==> config.mk <==
export PLATFORM = sky130hd
export DESIGN_NAME = tdms_outq
export DESIGN_NICKNAME = d
export VERILOG_FILES = /design/src/design/tdms_pkg.sv /design/src/design/tdms_outq.sv
export SDC_FILE = /design/constraint.sdc
export NUM_CORES = 1
export LEC_CHECK = 0
export ABC_AREA = 1
export BUFFER_PORTS_ARGS = -buffer_cell sky130_fd_sc_hd__buf_2
export CORE_MARGIN = 1.5
export CORE_UTILIZATION = 56
export CTS_BUF_LIST = sky130_fd_sc_hd__clkbuf_16
export DETAILED_ROUTE_END_ITERATION = 8
export GPL_ROUTABILITY_DRIVEN = 0
export PLACE_DENSITY = 0.78
export SETUP_SLACK_MARGIN = 0.02
export SLEW_MARGIN = 0
export SYNTH_ARGS = -nofsm -noshare
export SYNTH_HDL_FRONTEND = slang
export SYNTH_SLANG_ARGS = --single-unit
==> constraint.sdc <==
create_clock -name clk -period 4.1 [get_ports clk]
set_input_delay 0.205 -clock clk [delete_from_list [all_inputs] [get_ports clk]]
set_output_delay 0.205 -clock clk [all_outputs]
set_load 0.05 [all_outputs]
==> src/design/tdms_pkg.sv <==
// shared types and constants for the tryptic digest mass stream block
// no dependencies

package tdms_pkg;

    localparam int CodeW   = 8;
    localparam int WeightW = 24;
    localparam int SumW    = 48;
    localparam int PosW    = 16;

    localparam logic [1:0] CMD_LOAD    = 2'd0;
    localparam logic [1:0] CMD_RESIDUE = 2'd1;
    localparam logic [1:0] CMD_END     = 2'd2;

    localparam logic [1:0] KIND_PEPTIDE  = 2'd0;
    localparam logic [1:0] KIND_SENTINEL = 2'd1;
    localparam logic [1:0] KIND_ERROR    = 2'd2;

    localparam logic [CodeW-1:0] CODE_K = 8'h4B;
    localparam logic [CodeW-1:0] CODE_R = 8'h52;
    localparam logic [CodeW-1:0] CODE_P = 8'h50;

    localparam logic [SumW-1:0] SUM_MAX = {SumW{1'b1}};

    typedef struct packed {
        logic [1:0]       cmd;
        logic [CodeW-1:0] code;
        logic             known;
    } item_t;

    typedef struct packed {
        logic [1:0]      kind;
        logic [PosW-1:0] start;
        logic [SumW-1:0] weight;
        logic            last;
    } result_t;

endpackage

==> src/design/tdms_outq.sv <==
// four entry result queue, takes up to two results per cycle
// depends on tdms_pkg

module tdms_outq
    import tdms_pkg::*;
(
    input  logic     clk,
    input  logic     rst_n,
    input  logic [1:0] push_count,
    input  result_t  res0,
    input  result_t  res1,
    output logic     space_ok,
    output logic     result_valid,
    input  logic     result_ready,
    output result_t  head
);

    localparam int Depth = 4;
    localparam int PtrW  = $clog2(Depth);

    result_t         entry_reg [Depth];
    logic [PtrW-1:0] wr_reg, wr_next;
    logic [PtrW-1:0] rd_reg, rd_next;
    logic [PtrW:0]   count_reg, count_next;
    logic            pop;

    assign result_valid = count_reg != '0;
    assign pop          = result_valid && result_ready;
    assign space_ok     = (count_reg <= (PtrW+1)'(Depth - 2)) ||
                          ((count_reg == (PtrW+1)'(Depth - 1)) && pop);
    assign head         = entry_reg[rd_reg];

    always_comb
    begin
        wr_next    = wr_reg + PtrW'(push_count);
        rd_next    = rd_reg + PtrW'(pop);
        count_next = count_reg + (PtrW+1)'(push_count) - (PtrW+1)'(pop);
    end

    always_ff @(posedge clk or negedge rst_n)
    begin
        if (!rst_n)
        begin
            wr_reg    <= '0;
            rd_reg    <= '0;
            count_reg <= '0;
        end
        else
        begin
            wr_reg    <= wr_next;
            rd_reg    <= rd_next;
            count_reg <= count_next;
        end
    end

    always_ff @(posedge clk)
    begin
        if (push_count != 2'd0)
        begin
            entry_reg[wr_reg] <= res0;
        end
        if (push_count == 2'd2)
        begin
            entry_reg[wr_reg + 1'b1] <= res1;
        end
    end

endmodule

==> run_results.csv <==
group,metric,value,unit
global_routing,grt_max_degree,120,
final_layout,fillers,1996,
final_layout,diodes,0,
timing,finClkSkew,0.0114,ns
clock_network,cts_tree,"done",
worst_setup_path,crit_type,"reg2out",
final_layout,nNetsFinal,2368,
die,die_w,168,um
timing,timing.fmax,334,MHz
logic_synthesis,synthAdderAreaFrac,0.00542,
timing,worstMarginPinSlew,1.27,ns
global_routing,grt_antenna_before_repair,0,
clock_network,cts_resized,0,
logic_synthesis,synth-xor-area-share,0.000574,
logic_synthesis,synth_warnings,0,
timing,setup_viol,0,
detailed_routing,wl_per_cell,17.1,um
clock_network,cts_htree_levels,1,
clock_network,cts_buffers,30,
timing,slew_headroom,0.155,
logic_synthesis,synthCells,1930,
power_and_ir_drop,p_total,14300,uW
worst_setup_path,critPathTopFamily,"buffers and inverters",
global_routing,grt_pass1_wl,69.7,mm
clock_network,clock_latency,0.56,ns
die,io_pins,208,
logic_synthesis,yosysUniqueCellTypes,22,
die,core_area,26800,um2
detailed_routing,drt_iter0_drc,1570,
power_and_ir_drop,pwr_density_cell,760,nW/um2
final_layout,multiInputGateArea,5690,um2
clock_network,hold_buffers,157,
power_and_ir_drop,vdd_drop_max,0.000649,V
final_layout,area_delta_synth_final,23.4,%
die,dieArea,28200,um2
detailed_routing,vias,14200,
worst_setup_path,start_kind,"flip-flop",
global_routing,grt_pass1_vias,14000,
detailed_routing,wl,44.3,mm
logic_synthesis,syn_avg_cell_area,7.90,um2
worst_setup_path,crit_chain,"inv_2, buf_4, nand3_1, nand2_1, buf_2",
flow_run,cap_violations,0,
clock_network,post_cts_buffers,0,
clock_network,ctsLongestPathBuffers,3,
timing,setup_slack,1.11,ns
worst_setup_path,worst-path-stages,5,
worst_hold_path,whs_path_depth,2,
worst_setup_path,r2r_cells,8,
timing,hold_viol_final,0,
worst_setup_path,critPathBufInv,3,
global_routing,grt-ovfl-total,0,
clock_network,path_clk_slew,0.06,ns
final_layout,largest_reg_flops,268,
final_layout,final_common_cell,"nand2_1",
die,die_h,168,um
timing,rsz0062_at_grt,"false",
worst_setup_path,worstPathArrival,2.79,ns
die,num_rows,60,
logic_synthesis,ys_seq_area_frac,0.539,
die,start_util,0.569,
worst_setup_path,worst-path-max-fanout,42,
final_layout,final_core_util,0.702,
logic_synthesis,ys_seq_elements,275,
timing,fin_crit,2.99,ns
worst_setup_path,crit_slowest_cell,"inv_2",
timing,finalMaxSlewViolations,0,
power_and_ir_drop,leakage,0.00936,uW
final_layout,drive_gt1_frac,0.156,
place,io_buffers,207,
logic_synthesis,syn_nets,2075,
worst_hold_path,hp-class,"in2reg",
worst_setup_path,cp-end-kind,"output port",
worst_setup_path,cpPeakStageDelay,0.74,ns
detailed_routing,ant_nets,0,
timing,finalCritPeriodShare,0.730,
place,dp.final_hpwl,22.9,mm
clock_network,root_buffer,"clkbuf_16",
clock_network,cts.sinks,275,
logic_synthesis,synth-simple-area-share,0.362,
status,outcome,"finished clean",
logic_synthesis,muxShareOfSynthArea,0,
logic_synthesis,synth_top_family_by_area,"simple AND/OR/NAND/NOR gates",
global_routing,gr-usage-all-layers,0.312,
place,pre_cts_slack,1.57,ns
final_layout,layout_common_cells,"889 x nand2_1, 336 x nand3_1, 268 x edfxtp_1, 221 x inv_1, 207 x buf_2",
detailed_routing,drt-pass1-iter-count,7,
logic_synthesis,synth_compound_area_frac,0.000738,
detailed_routing,post_drt_via_cell_ratio,5.49,
timing,setup_tns,0,ns
detailed_routing,drc,0,
logic_synthesis,synthesis.area,15200,um2
final_layout,ff_latch_area,8230,um2
worst_setup_path,worstPathRequired,3.89,ns
[power by group]
part | internal, uW | total (uW) | leakage (uW) | switching [uW]
logic | 1670 | 7230 | 0.00629 | 5550
clock network | 1410 | 2500 | 0.000473 | 1090
registers | 4340 | 4560 | 0.00260 | 222
total | 7420 | 14300 | 0.00936 | 6860
[cell type report]
type	count	share of cell area
sequential	275	0.437
timing repair buffer	383	0.146
multi-input combinational	1316	0.303
inverter	217	0.0433
clock inverter	22	0.00645
tap	341	0.0227
clock buffer	31	0.0412
[synth_stat cells]
master / instances / share of area
dfrtp_1: 7 / 0.011
clkbuf_1: 42 / 0.010
a31oi_1: 1 / 0.00041
buf_6: 5 / 0.0037
nand2_2: 1 / 0.00041
a21oi_1: 1 / 0.00033
buf_4: 5 / 0.0025
nor2_1: 2 / 0.00049
xor2_1: 1 / 0.00057
edfxtp_1: 268 / 0.53
nor2_2: 1 / 0.00041
ha_1: 5 / 0.0041
buf_2: 55 / 0.018
nand3_1: 336 / 0.11
inv_2: 2 / 0.00049
nor2_4: 3 / 0.0022
inv_1: 215 / 0.053
nand3b_1: 1 / 0.00049
or2_2: 67 / 0.027
buf_1: 15 / 0.0037
fa_1: 1 / 0.0013
nand2_1: 896 / 0.22
[path summary, 6_finish.rpt]
kind	startpoint	to	slack [ns]
hold / removal	push_count[0]	count_reg[0]	0.002
max in group asynchronous	rst_n	rd_reg[0]	3.84
min in group asynchronous	rst_n	wr_reg[0]	0.08
setup reg to reg	wr_reg[0]	entry_reg[2][34]	1.28
hold reg to reg	count_reg[2]	count_reg[2]	0.52
setup / recovery	rd_reg[1]	head[19]	1.11
[cell families (layout without fill, tap and decap cells)]
kind of cell	Yosys count	in the layout
AND/OR/NAND/NOR	1307	1307
flip-flops	275	275
XOR/XNOR	1	1
buffers and inverters	339	653
adder cells (fa/ha/maj)	6	6
AO/OA/AOI/OAI	2	2
[metal layers]
| layer | track usage | part of all wire |
|---|---|---|
| met3 | 0.0480 | 0.097 |
| met1 | 0.372 | 0.36 |
| met2 | 0.564 | 0.51 |
| met4 | 0.128 | 0.032 |
| met5 | 0 | 0 |
[stage by stage]
stage               hold WS (ns)  area [um2]  cells
global placement          0.0503       16300   2375
global route              0.0115       18800   2585
detailed placement        0.0481       16300   2375
finish                   0.00191       18800   2585
floorplan                -0.0906       15200   1930
CTS                      0.00241       18800   2585
(Power assumes the default switching activity.)
