--- src/design/tdms_pkg.sv ---
// shared types and constants for the tryptic digest mass stream block
// no dependencies

package tdms_pkg;

    localparam int CodeW   = 8;
    localparam int WeightW = 24;
    localparam int SumW    = 48;
    localparam int PosW    = 16;

    localparam logic [1:0] CMD_LOAD    = 2'd0;
    localparam logic [1:0] CMD_RESIDUE = 2'd1;
    localparam logic [1:0] CMD_END     = 2'd2;

    localparam logic [1:0] KIND_PEPTIDE  = 2'd0;
    localparam logic [1:0] KIND_SENTINEL = 2'd1;
    localparam logic [1:0] KIND_ERROR    = 2'd2;

    localparam logic [CodeW-1:0] CODE_K = 8'h4B;
    localparam logic [CodeW-1:0] CODE_R = 8'h52;
    localparam logic [CodeW-1:0] CODE_P = 8'h50;

    localparam logic [SumW-1:0] SUM_MAX = {SumW{1'b1}};

    typedef struct packed {
        logic [1:0]       cmd;
        logic [CodeW-1:0] code;
        logic             known;
    } item_t;

    typedef struct packed {
        logic [1:0]      kind;
        logic [PosW-1:0] start;
        logic [SumW-1:0] weight;
        logic            last;
    } result_t;

endpackage

--- src/design/tdms_cleave.sv ---
// cut site detection, mass accumulation and result generation
// depends on tdms_pkg

module tdms_cleave
    import tdms_pkg::*;
#(
    parameter longint unsigned MAX_SEQUENCE_LENGTH = 65536
) (
    input  logic               clk,
    input  logic               rst_n,
    input  logic               stage_valid,
    input  item_t              stage_item,
    input  logic [WeightW-1:0] stage_weight,
    input  logic               space_ok,
    output logic               advance,
    output logic [1:0]         push_count,
    output result_t            res0,
    output result_t            res1
);

    localparam logic [PosW-1:0] LenCap = (MAX_SEQUENCE_LENGTH - 1 < 65535) ?
                                         PosW'(MAX_SEQUENCE_LENGTH - 1) : {PosW{1'b1}};

    logic [PosW-1:0] pos_reg, pos_next;
    logic [PosW-1:0] start_reg, start_next;
    logic [SumW-1:0] sum_reg, sum_next;
    logic            cut_reg, cut_next;
    logic            abort_reg, abort_next;
    logic            cut;
    logic [SumW-1:0] base;
    logic [SumW:0]   added;

    assign advance = stage_valid && space_ok;
    assign cut     = cut_reg && (stage_item.code != CODE_P);
    assign base    = cut ? '0 : sum_reg;
    assign added   = {1'b0, base} + {{(SumW+1-WeightW){1'b0}}, stage_weight};

    always_comb
    begin
        pos_next   = pos_reg;
        start_next = start_reg;
        sum_next   = sum_reg;
        cut_next   = cut_reg;
        abort_next = abort_reg;
        push_count = 2'd0;
        res0       = '{kind: KIND_PEPTIDE, start: start_reg, weight: sum_reg, last: 1'b1};
        res1       = '{kind: KIND_SENTINEL, start: pos_reg, weight: '0, last: 1'b1};
        if (advance)
        begin
            case (stage_item.cmd)
                CMD_RESIDUE:
                begin
                    if (!abort_reg)
                    begin
                        if ((pos_reg >= LenCap) || !stage_item.known)
                        begin
                            res0       = '{kind: KIND_ERROR, start: pos_reg,
                                           weight: '0, last: 1'b1};
                            push_count = 2'd1;
                            abort_next = 1'b1;
                        end
                        else
                        begin
                            if (cut)
                            begin
                                push_count = 2'd1;
                                start_next = pos_reg;
                            end
                            sum_next = added[SumW] ? SUM_MAX : added[SumW-1:0];
                            cut_next = (stage_item.code == CODE_K) ||
                                       (stage_item.code == CODE_R);
                            pos_next = pos_reg + 1'b1;
                        end
                    end
                end
                CMD_END:
                begin
                    if (!abort_reg)
                    begin
                        res0.last  = 1'b0;
                        push_count = 2'd2;
                    end
                    pos_next   = '0;
                    start_next = '0;
                    sum_next   = '0;
                    cut_next   = 1'b0;
                    abort_next = 1'b0;
                end
                default:
                begin
                end
            endcase
        end
    end

    always_ff @(posedge clk or negedge rst_n)
    begin
        if (!rst_n)
        begin
            pos_reg   <= '0;
            start_reg <= '0;
            sum_reg   <= '0;
            cut_reg   <= 1'b0;
            abort_reg <= 1'b0;
        end
        else
        begin
            pos_reg   <= pos_next;
            start_reg <= start_next;
            sum_reg   <= sum_next;
            cut_reg   <= cut_next;
            abort_reg <= abort_next;
        end
    end

endmodule

--- config.mk ---
export PLATFORM = sky130hd
export DESIGN_NAME = tdms_cleave
export DESIGN_NICKNAME = d
export VERILOG_FILES = /design/src/design/tdms_pkg.sv /design/src/design/tdms_cleave.sv
export SDC_FILE = /design/constraint.sdc
export NUM_CORES = 1
export LEC_CHECK = 0
export BUFFER_PORTS_ARGS = -buffer_cell sky130_fd_sc_hd__buf_2
export CORE_ASPECT_RATIO = 0.5
export CORE_MARGIN = 4
export CORE_UTILIZATION = 49
export DETAILED_ROUTE_END_ITERATION = 8
export MAX_ROUTING_LAYER = met4
export PLACE_DENSITY = 0.82
export SETUP_SLACK_MARGIN = 0.05
export SKIP_LAST_GASP = 1
export SYNTH_ARGS = -nofsm -noshare
export SYNTH_HDL_FRONTEND = slang
export SYNTH_SLANG_ARGS = --single-unit
--- constraint.sdc ---
create_clock -name clk -period 3.65 [get_ports clk]
set_clock_uncertainty 0.2 [all_clocks]
set_input_delay 0.1825 -clock clk [delete_from_list [all_inputs] [get_ports clk]]
set_output_delay 0.1825 -clock clk [all_outputs]
set_load 0.01 [all_outputs]
==> results of run 1 <==
## worst paths after layout
check                                   start            to  slack (ns)  cells past startpoint
max in group asynchronous               rst_n   sum_reg[31]        2.13                      3
worst max register to register        cut_reg   sum_reg[39]        0.17                     14
worst min-delay path            stage_item[1]       cut_reg        0.01                      5
min in group asynchronous               rst_n  start_reg[6]        0.27                      2
worst min register to register   start_reg[3]  start_reg[3]        0.28                      2
worst max-delay path            stage_item[3]   sum_reg[39]        0.14                     16
## timing repair
item,4_1_cts,5_1_grt
pin swaps,1,16
hold buffers,1,0
endpoints found under the setup margin,96,85
setup buffers,1,3
gates cloned,0,1
gates resized for setup,6,27
hold endpoints to repair,61,0
## report_power, final
group          internal, W  switching (W)
registers          0.00107       0.000148
logic              0.00152        0.00148
clock network     0.000543       0.000434
total              0.00313        0.00206
## synth_stat cells, drive strengths merged, types with 4 or more instances
cell type / n / area [um^2]
buf: 62 / 453
ha: 27 / 338
nor3: 10 / 55.1
o21ai: 89 / 449
mux2: 16 / 180
and4: 4 / 35.0
a21oi: 43 / 215
nand3: 26 / 148
or4: 7 / 52.6
and3: 19 / 119
dfrtp: 82 / 2050
o21a: 5 / 37.5
o21bai: 4 / 30.0
nand2b: 22 / 138
clkbuf: 37 / 139
xor2: 6 / 52.6
nand2: 93 / 349
o211ai: 4 / 40.0
o221a: 5 / 56.3
a31oi: 14 / 87.6
o311ai: 11 / 96.4
inv: 11 / 41.3
nand4: 18 / 113
or3: 5 / 36.3
nor2: 36 / 151
xnor2: 13 / 114
and2: 76 / 475
a21o: 25 / 188
## per-layer routing
layer / wire length [um] / global-route usage / vias to the layer above
met1: 8810 / 0.332 / 3303
met2: 9610 / 0.434 / 302
met4: 306 / 0.0650 / 0
met5: 0 / - / -
met3: 1570 / 0.0473 / 33
li1: - / - / 3239
## worst min-delay path: stages
cell and delay [ns]:
buf_2 0.08, nand3b_1 0.06, o21ai_0 0.07, nand3_1 0.07, nand2_1 0.05
## kinds of logic after synthesis
family | after synthesis | share of synthesized area
flip-flops | 82 | 0.307
other | 2 | 0.00112
XOR/XNOR | 19 | 0.0249
AO/OA/AOI/OAI | 231 | 0.224
multiplexers | 16 | 0.0270
adder cells (fa/ha/maj) | 28 | 0.0535
AND/OR/NAND/NOR | 332 | 0.268
buffers and inverters | 110 | 0.0947
## final cells by class
type	count	area, um^2
fillers	1079	4400
well taps	170	213
repair buffers	238	1530
inverters	11	41.3
flip-flops and latches	82	2050
multi-input cells	679	4440
clock buffers	9	225
clock inverters	7	83.8
## metrics by stage
stage / instances / TNS (ns)
after floorplan: 870 / -8.08
after global placement: 1174 / -14.54
after detailed placement: 1174 / -17.41
after CTS: 1192 / 0
after global routing: 1196 / 0
final: 1196 / 0
## placed cells by master (no fill, tap or decap), types with 5 or more instances in the layout
master / Yosys / layout
ha_1: 27 / 25
nor3_1: 9 / 7
nand4_1: 18 / 18
mux2_2: 16 / 16
or4_1: 7 / 7
nand2_1: 93 / 93
inv_1: 11 / 11
nor2_1: 35 / 34
o21ai_0: 82 / 79
o221a_2: 5 / 5
and3_1: 19 / 17
a21oi_1: 43 / 39
buf_4: 52 / 110
xnor2_1: 13 / 13
clkbuf_16: 0 / 9
conb_1: 2 / 52
a31oi_1: 14 / 13
o311ai_0: 9 / 7
dfrtp_1: 82 / 82
nand3_2: 1 / 6
xor2_1: 6 / 6
nand2b_1: 22 / 21
o21ai_1: 6 / 8
buf_2: 8 / 122
a21o_1: 25 / 25
nand3_1: 24 / 19
and2_1: 76 / 74
==> metrics.yaml, run 1 <==
run_status: "completed"
netlist_area_mm2: 0.00668
grtUsageTotal: 0.261
max_slew_margin: 0.431
finalPower_w: 0.00519
startpoint_type: "input pin"
grt_pass1_wl_um: 33300
rsz0062_at_grt: "false"
ant_nets: 0
cts-root-buf: "clkbuf_16"
fmax_mhz: 285
worstMarginPinSlew_ns: 0.854
antenna_found_initial: 0
cp-end-kind: "flop"
dp_hpwl_um: 14900
async_flop_share: 1.00
crit_fanout: 6
syn_avg_cell_area_um2: 8.15
final_nets: 1088
largest_register_ffs: 48
overflow: 0
cp.required_ns: 3.72
grt_max_degree: 63
synth-seq-cells: 82
crit_family: "simple AND/OR/NAND/NOR gates"
cts_made_buffers: 9
viasPerCell: 5.75
clock-sinks: 82
areaGrowthSynthToFinish_pct: 28.5
p_per_area_mw_per_mm2: 604
place_ws_ns: -0.490
die_w_um: 173
fin_ws_ns: 0.143
place_area_mm2: 0.00808
whs_ns: 0.0132
slowest_delay_ns: 0.55
die_h_um: 90.6
drcViolationCount: 0
portBuffers: 123
fp.coreArea_mm2: 0.0130
critPathBufInv: 4
power.leakage_nw: 4.34
cts_max_level: 3
drt-wirelength-per-cell_um: 17.0
netlist_instances: 820
crit_type: "input pin to flop"
drv_slew: 0
cts.path.max_buffers: 2
finish.utilization: 0.661
design_area_mm2: 0.00859
cap_violations: 0
worstPathArrival_ns: 3.58
n_antenna_cell: 0
final_layout_size_suffix_gt1_frac: 0.318
clk_latency_ns: 0.35
peakVddDrop_uv: 295
cts_tree: "built"
cts.reportedPaths.clkPinSlew_ns: 0.07
synth_cell_types: 74
fin_crit_sh: 0.961
worst_hold_path_type: "input pin to flop"
place_congestion: 0.952
drtIter0Drc: 585
vias: 6877
setup_viol_count_final: 0
core.rowCount: 29
grt_pass1_vias: 6625
min_period_ns: 3.51
finalHoldViolations: 0
ys_warn_count: 0
cpMostUsedCell: "buf_4"
synth_ff_type: "dfrtp_1"
crit_chain: "buf_2 > or4b_4 > o41ai_4 > buf_4 > buf_6 > and2_4 > buf_4 > ha_1 > a21o_1 > nand4_1 > a2111oi_4 > nor3_4 > o21a_2 > or3_4 > o31a_1 > o21ai_1"
drt_wl_total_um: 20300
io-pin-count: 176
start_util: 0.515
synth_edf_count: 0
cp_slowest_cell: "or4b_4"
drt_pass1_iterations: 5
ys_seq_area_frac: 0.307
die_area_mm2: 0.0157
No activity file was read; power rests on OpenSTA's default activity.
==> run 2: changes to the inputs <==
Settings changed: GPL_TIMING_DRIVEN from default to 0, RECOVER_POWER from default to 50.
==> run 2 against run 1 <==
Net effect:
- the flow now finishes with violations (max-capacitance violations, max-slew violations, negative setup slack)
- critical path type unchanged
- final cell count is essentially flat
- critical endpoint is now sum_reg[32]
- highest routed layer unchanged
- utilization barely moved
- largest power group unchanged
- non-clock buffer count unchanged
- global-route usage fell by 0.22 points
- combinational power decreased by 13%
==> metrics.yaml, run 2 (synthesized netlist as in run 1, its figures left out) <==
run_status: "complete, but fails checks"
violations: "max-capacitance violations, max-slew violations, negative setup slack"
drtIter0Drc: 697  # +19%
cts_made_buffers: 9  # unchanged
grt_max_degree: 62  # -1.6%
min_period_ns: 3.82  # +0.309 ns
grtUsageTotal: 0.258  # -0.00220
core.rowCount: 29  # unchanged
startpoint_type: "input pin"
crit_type: "input pin to flop"
fmax_mhz: 262  # -8.1%
peakVddDrop_uv: 272  # -8.0%
viasPerCell: 5.81  # +1.1%
finalPower_w: 0.00478  # -8.0%
rsz0062_at_grt: "true"
fin_crit_sh: 1.05  # +0.0847
die_h_um: 90.6  # unchanged
cts.reportedPaths.clkPinSlew_ns: 0.07  # about the same
whs_ns: 0.0111  # -0.00214 ns
areaGrowthSynthToFinish_pct: 28.5  # about the same
place_inst: 1164  # -0.85%
n_antenna_cell: 0  # unchanged
drcViolationCount: 0  # unchanged
drv_slew: 62  # +62
cp.required_ns: 3.71  # about the same
cp-end-kind: "flop"
stdcell_count: 1195  # -0.084%
seq_area_mm2: 0.00205  # unchanged
p_comb_frac: 0.542  # -0.034
pwr-share-seq: 0.254  # +0.019
largest_register_ffs: 48  # unchanged
worstMarginPinSlew_ns: 1.62  # +0.763 ns
layout_commonest_cell: "buf_2"
final_layout_size_suffix_gt1_frac: 0.287  # -0.0309
crit_chain: "buf_6 > or4b_4 > o41ai_4 > clkbuf_8 > clkbuf_16 > and2_4 > ha_4 > fa_2 > a211oi_2 > o21ai_2 > a41oi_2 > o21ai_4 > a31oi_4 > or3_1 > a31o_1 > a21oi_1"
drt_wl_total_um: 20600  # +1.3%
slowest_delay_ns: 0.55  # about the same
crit_family: "compound AO/OA/AOI/OAI gates"
dp_hpwl_um: 14800  # -0.95%
critPathBufInv: 3  # -1
io-pin-count: 176  # unchanged
worst_hold_path_type: "input pin to flop"
clk_latency_ns: 0.35  # about the same
cts_max_level: 3  # unchanged
multi_input_area_mm2: 0.00452  # +1.8%
overflow: 0  # unchanged
fin_ws_ns: -0.167  # -0.309 ns
cts.path.max_buffers: 2  # unchanged
antenna_found_initial: 0  # unchanged
start_util: 0.515  # unchanged
fp.coreArea_mm2: 0.0130  # unchanged
vias: 6947  # +1.0%
clock-sinks: 82  # unchanged
die_area_mm2: 0.0157  # unchanged
cp_slowest_cell: "or4b_4"
p_per_area_mw_per_mm2: 556  # -8.0%
final_nets: 1087  # -0.092%
fin_setup_tns_ns: -3.45  # -3.45 ns
cts_tree: "built"
drt_pass1_iterations: 5  # unchanged
crit_fanout: 8  # +2
ant_nets: 0  # unchanged
pwr-share-clk: 0.204  # +0.016
drt-wirelength-per-cell_um: 17.2  # +1.4%
portBuffers: 123  # unchanged
p_sw_w: 0.00199  # -3.6%
place_congestion: 0.958  # +0.60%
cts-root-buf: "clkbuf_16"
grt_pass1_vias: 6577  # -0.72%
grt_pass1_wl_um: 32900  # -1.2%
p_int_w: 0.00279  # -11%
layout_common_cells: "buf_2, nand2_1, dfrtp_1, and2_1, o21ai_0"
swShare: 0.416  # +0.0191
max_slew_margin: -0.0777  # -0.509
power.leakage_nw: 4.26  # -1.9%
nFillCells: 1074  # -0.46%
cap_violations: 1  # +1
die_w_um: 173  # unchanged
setup_viol_count_final: 47  # +47
finalHoldViolations: 0  # unchanged
worstPathArrival_ns: 3.88  # +0.30 ns
-- run 2: metal layers --
metal  global-route usage  wire length [um]  vias up
met2                0.406              9240      365
met3               0.0535              1860       40
met5                    -                 0        -
li1                     -                 -     3245
met1                0.345              9150     3297
met4               0.0650               309        0
-- run 2: tightest hold or removal path: cells and delay by family --
| family | cells | cell delay [ns] |
|---|---|---|
| simple gates | 1 | 0.06 |
| compound gates | 1 | 0.06 |
| fa+ha+maj | 1 | 0.12 |
| buf+inv | 1 | 0.10 |
-- run 2: final timing paths --
check                                startpoint            end  slack [ns]  cells after the start
worst max-delay path              stage_item[3]    sum_reg[32]       -0.17                     16
worst min-delay path            stage_weight[0]     sum_reg[0]        0.01                      4
worst max register to register          cut_reg    sum_reg[30]        0.10                     15
worst min register to register    start_reg[14]  start_reg[14]        0.28                      2
max in group asynchronous                 rst_n    sum_reg[25]        0.68                      3
min in group asynchronous                 rst_n   start_reg[7]        0.38                      2
-- run 2: timing repair --
action,CTS,global route
gates resized for setup,43,33
pin swaps,11,5
gates cloned,1,1
hold buffers,1,0
setup buffers,10,5
setup endpoints to repair,76,114
hold endpoints to repair,82,0
-- run 2: per-stage QoR --
stage          worst slack (ns)  instance area [um^2]  utilization
2_1_floorplan            -0.344                  7020            -
4_1_cts                 -0.0979                  8460        0.651
6_report                 -0.167                  8590        0.661
3_3_place_gp              -1.08                  7850        0.604
5_1_grt                  -0.268                  8590        0.661
3_5_place_dp              -1.06                  7880        0.606
-- run 2: power groups by stage --
| stage | Combinational (W) | Clock [W] | Sequential [W] |
|---|---|---|---|
| 2_1_floorplan | 0.00171 | 0 | 0.00118 |
| 3_3_place_gp | 0.00220 | 0 | 0.00122 |
| 3_5_place_dp | 0.00225 | 0 | 0.00122 |
| 4_1_cts | 0.00244 | 0.000981 | 0.00121 |
| 5_1_grt | 0.00282 | 0.00102 | 0.00124 |
| 6_report | 0.00259 | 0.000976 | 0.00121 |
-- run 2: layout make-up --
type | instances | area share
plain buffers | 96 | 0.0798
clock buffers | 9 | 0.0262
clock inverters | 7 | 0.00962
inverters | 11 | 0.00481
multi-input cells | 678 | 0.527
flip-flops and latches | 82 | 0.239
well taps | 170 | 0.0248
repair buffers | 142 | 0.0892
==> run 3: changes to the inputs <==
Settings changed: TNS_END_PERCENT from default to 50.
==> run 3 against run 2 <==
Net effect:
- highest routed layer unchanged
- final cell count is 1.0% higher
- hold slack better by 0.021 ns
- critical path type unchanged
- the flow still finishes with violations (max-capacitance violations, max-slew violations, negative setup slack)
- register-to-register slack worse by 0.07 ns
- count of clock-buffer cells in the layout stayed put
- final area is 2.9% higher
==> metrics.yaml, run 3 (synthesized netlist as in run 1, its figures left out) <==
run_status: "complete, but fails checks"
violations: "max-capacitance violations, max-slew violations, negative setup slack"
peakVddDrop_uv: 308  # +13%
finalHoldViolations: 0  # unchanged
layout_commonest_cell: "buf_2"
multi_input_area_mm2: 0.00467  # +3.3%
grtUsageTotal: 0.271  # +0.0127
grt_pass1_wl_um: 34300  # +4.0%
min_period_ns: 3.78  # -0.0386 ns
worstPathArrival_ns: 3.80  # -0.08 ns
power.leakage_nw: 4.36  # +2.4%
setup_viol_count_final: 35  # -26%
worst_hold_path_type: "input pin to flop"
areaGrowthSynthToFinish_pct: 32.2
largest_register_ffs: 48  # unchanged
fp.coreArea_mm2: 0.0130  # unchanged
stdcell_count: 1207  # +1.0%
viasPerCell: 5.96  # +2.6%
cp-end-kind: "flop"
clock-sinks: 82  # unchanged
portBuffers: 123  # unchanged
clk_latency_ns: 0.35  # about the same
p_per_area_mw_per_mm2: 570  # +2.5%
drcViolationCount: 0  # unchanged
drt-wirelength-per-cell_um: 18.2  # +5.9%
antenna_found_initial: 0  # unchanged
grt_max_degree: 60  # -3.2%
overflow: 0  # unchanged
whs_path_depth: 5  # +1
ant_nets: 0  # unchanged
core.rowCount: 29  # unchanged
final_nets: 1099  # +1.1%
nFillCells: 1027  # -4.4%
crit_type: "input pin to flop"
grt_pass1_vias: 6872  # +4.5%
cap_violations: 1  # unchanged
die_h_um: 90.6  # unchanged
vias: 7199  # +3.6%
drv_slew: 60  # -3.2%
fin_setup_tns_ns: -2.39  # +1.06 ns
rsz0062_at_grt: "true"
fmax_mhz: 265  # +1.0%
finalPower_w: 0.00504  # +5.5%
io-pin-count: 176  # unchanged
place_congestion: 0.945  # -1.4%
whs_ns: 0.0316  # +0.0205 ns
start_util: 0.515  # unchanged
fin_ws_ns: -0.128  # +0.0386 ns
ff2ff_path_depth: 15  # unchanged
layout_common_cells: "buf_2, nand2_1, dfrtp_1, buf_4, and2_1"
seq_area_mm2: 0.00205  # unchanged
startpoint_type: "input pin"
cts_tree: "built"
drt_wl_total_um: 22000  # +6.9%
place_inst: 1164  # unchanged
n_antenna_cell: 0  # unchanged
drtIter0Drc: 624  # -10%
cts_made_buffers: 9  # unchanged
fin_crit_sh: 1.04  # -0.0106
cp.required_ns: 3.67  # -0.04 ns
design_area_mm2: 0.00884  # +2.9%
cts.path.max_buffers: 2  # unchanged
cts.reportedPaths.clkPinSlew_ns: 0.07  # about the same
worstMarginPinSlew_ns: 1.59  # -0.0264 ns
die_w_um: 173  # unchanged
die_area_mm2: 0.0157  # unchanged
max_slew_margin: -0.0601  # +0.0176
drt_pass1_iterations: 6  # +1
cts-root-buf: "clkbuf_16"
crit_fanout: 5  # -3
dp_hpwl_um: 15000  # +1.8%
cts_max_level: 3  # unchanged
place_area_mm2: 0.00788  # unchanged
final_layout_size_suffix_gt1_frac: 0.305  # +0.0179
## run 3: cell count changes in the layout (fill, tap and decap cells not counted), sizes merged
cell and change:
clkinv +1, buf +11, clkinvlp -1, a31oi +1
## run 3: worst paths after layout
check | to | from | slack (ns)
setup reg to reg | sum_reg[26] | cut_reg | 0.03
hold reg to reg | start_reg[15] | start_reg[15] | 0.28
setup / recovery | sum_reg[26] | stage_item[8] | -0.13
hold / removal | cut_reg | stage_item[1] | 0.03
max in group asynchronous | sum_reg[15] | rst_n | 0.60
min in group asynchronous | start_reg[8] | rst_n | 0.45
## run 3: per-stage QoR
| step | util | worst slack (ns) |
|---|---|---|
| after global placement | 0.604 | -1.12 |
| final | 0.680 | -0.128 |
| after detailed placement | 0.606 | -1.14 |
| after floorplan | - | -0.344 |
| after CTS | 0.655 | -0.139 |
| after global routing | 0.680 | -0.238 |
## run 3: report_power, final
group          switching, W  total [W]  internal, W
sequential         0.000141    0.00121      0.00107
clock              0.000435   0.000980     0.000544
combinational       0.00157    0.00284      0.00127
total               0.00215    0.00504      0.00289
## run 3: layout make-up
type	instances	share of cell area
Clock buffer	9	0.0255
Inverter	11	0.00467
Tap cell	170	0.0241
Clock inverter	7	0.00949
Buffer	96	0.0777
Timing Repair Buffer	153	0.0976
Sequential cell	82	0.232
Multi-Input combinational cell	679	0.529
## run 3: repair_timing
item | 4_1_cts | 5_1_grt
endpoints found under the setup margin | 92 | 114
endpoints found under the hold margin | 82 | 0
hold buffers | 1 | 0
gates resized for setup | 51 | 61
gates cloned | 3 | 3
pin swaps | 25 | 39
setup buffers | 13 | 11
## run 3: worst max-delay path, cell delays in order
cell	delay, ns
buf_6	0.09
or4b_4	0.55
o41ai_4	0.31
clkbuf_8	0.24
clkbuf_16	0.14
and2_4	0.14
ha_4	0.13
fa_2	0.21
a211oi_2	0.08
o21ai_2	0.23
a41oi_2	0.19
o21ai_4	0.30
a31oi_4	0.18
buf_4	0.19
buf_6	0.12
o311ai_0	0.39
nand3_1	0.12
## run 3: per-layer routing
metal / wire [um] / up-vias / global-route usage
li1: - / 3270 / -
met1: 9260 / 3437 / 0.352
met2: 10100 / 429 / 0.425
met3: 2100 / 63 / 0.0602
met4: 546 / 0 / 0.0902
met5: 0 / - / -
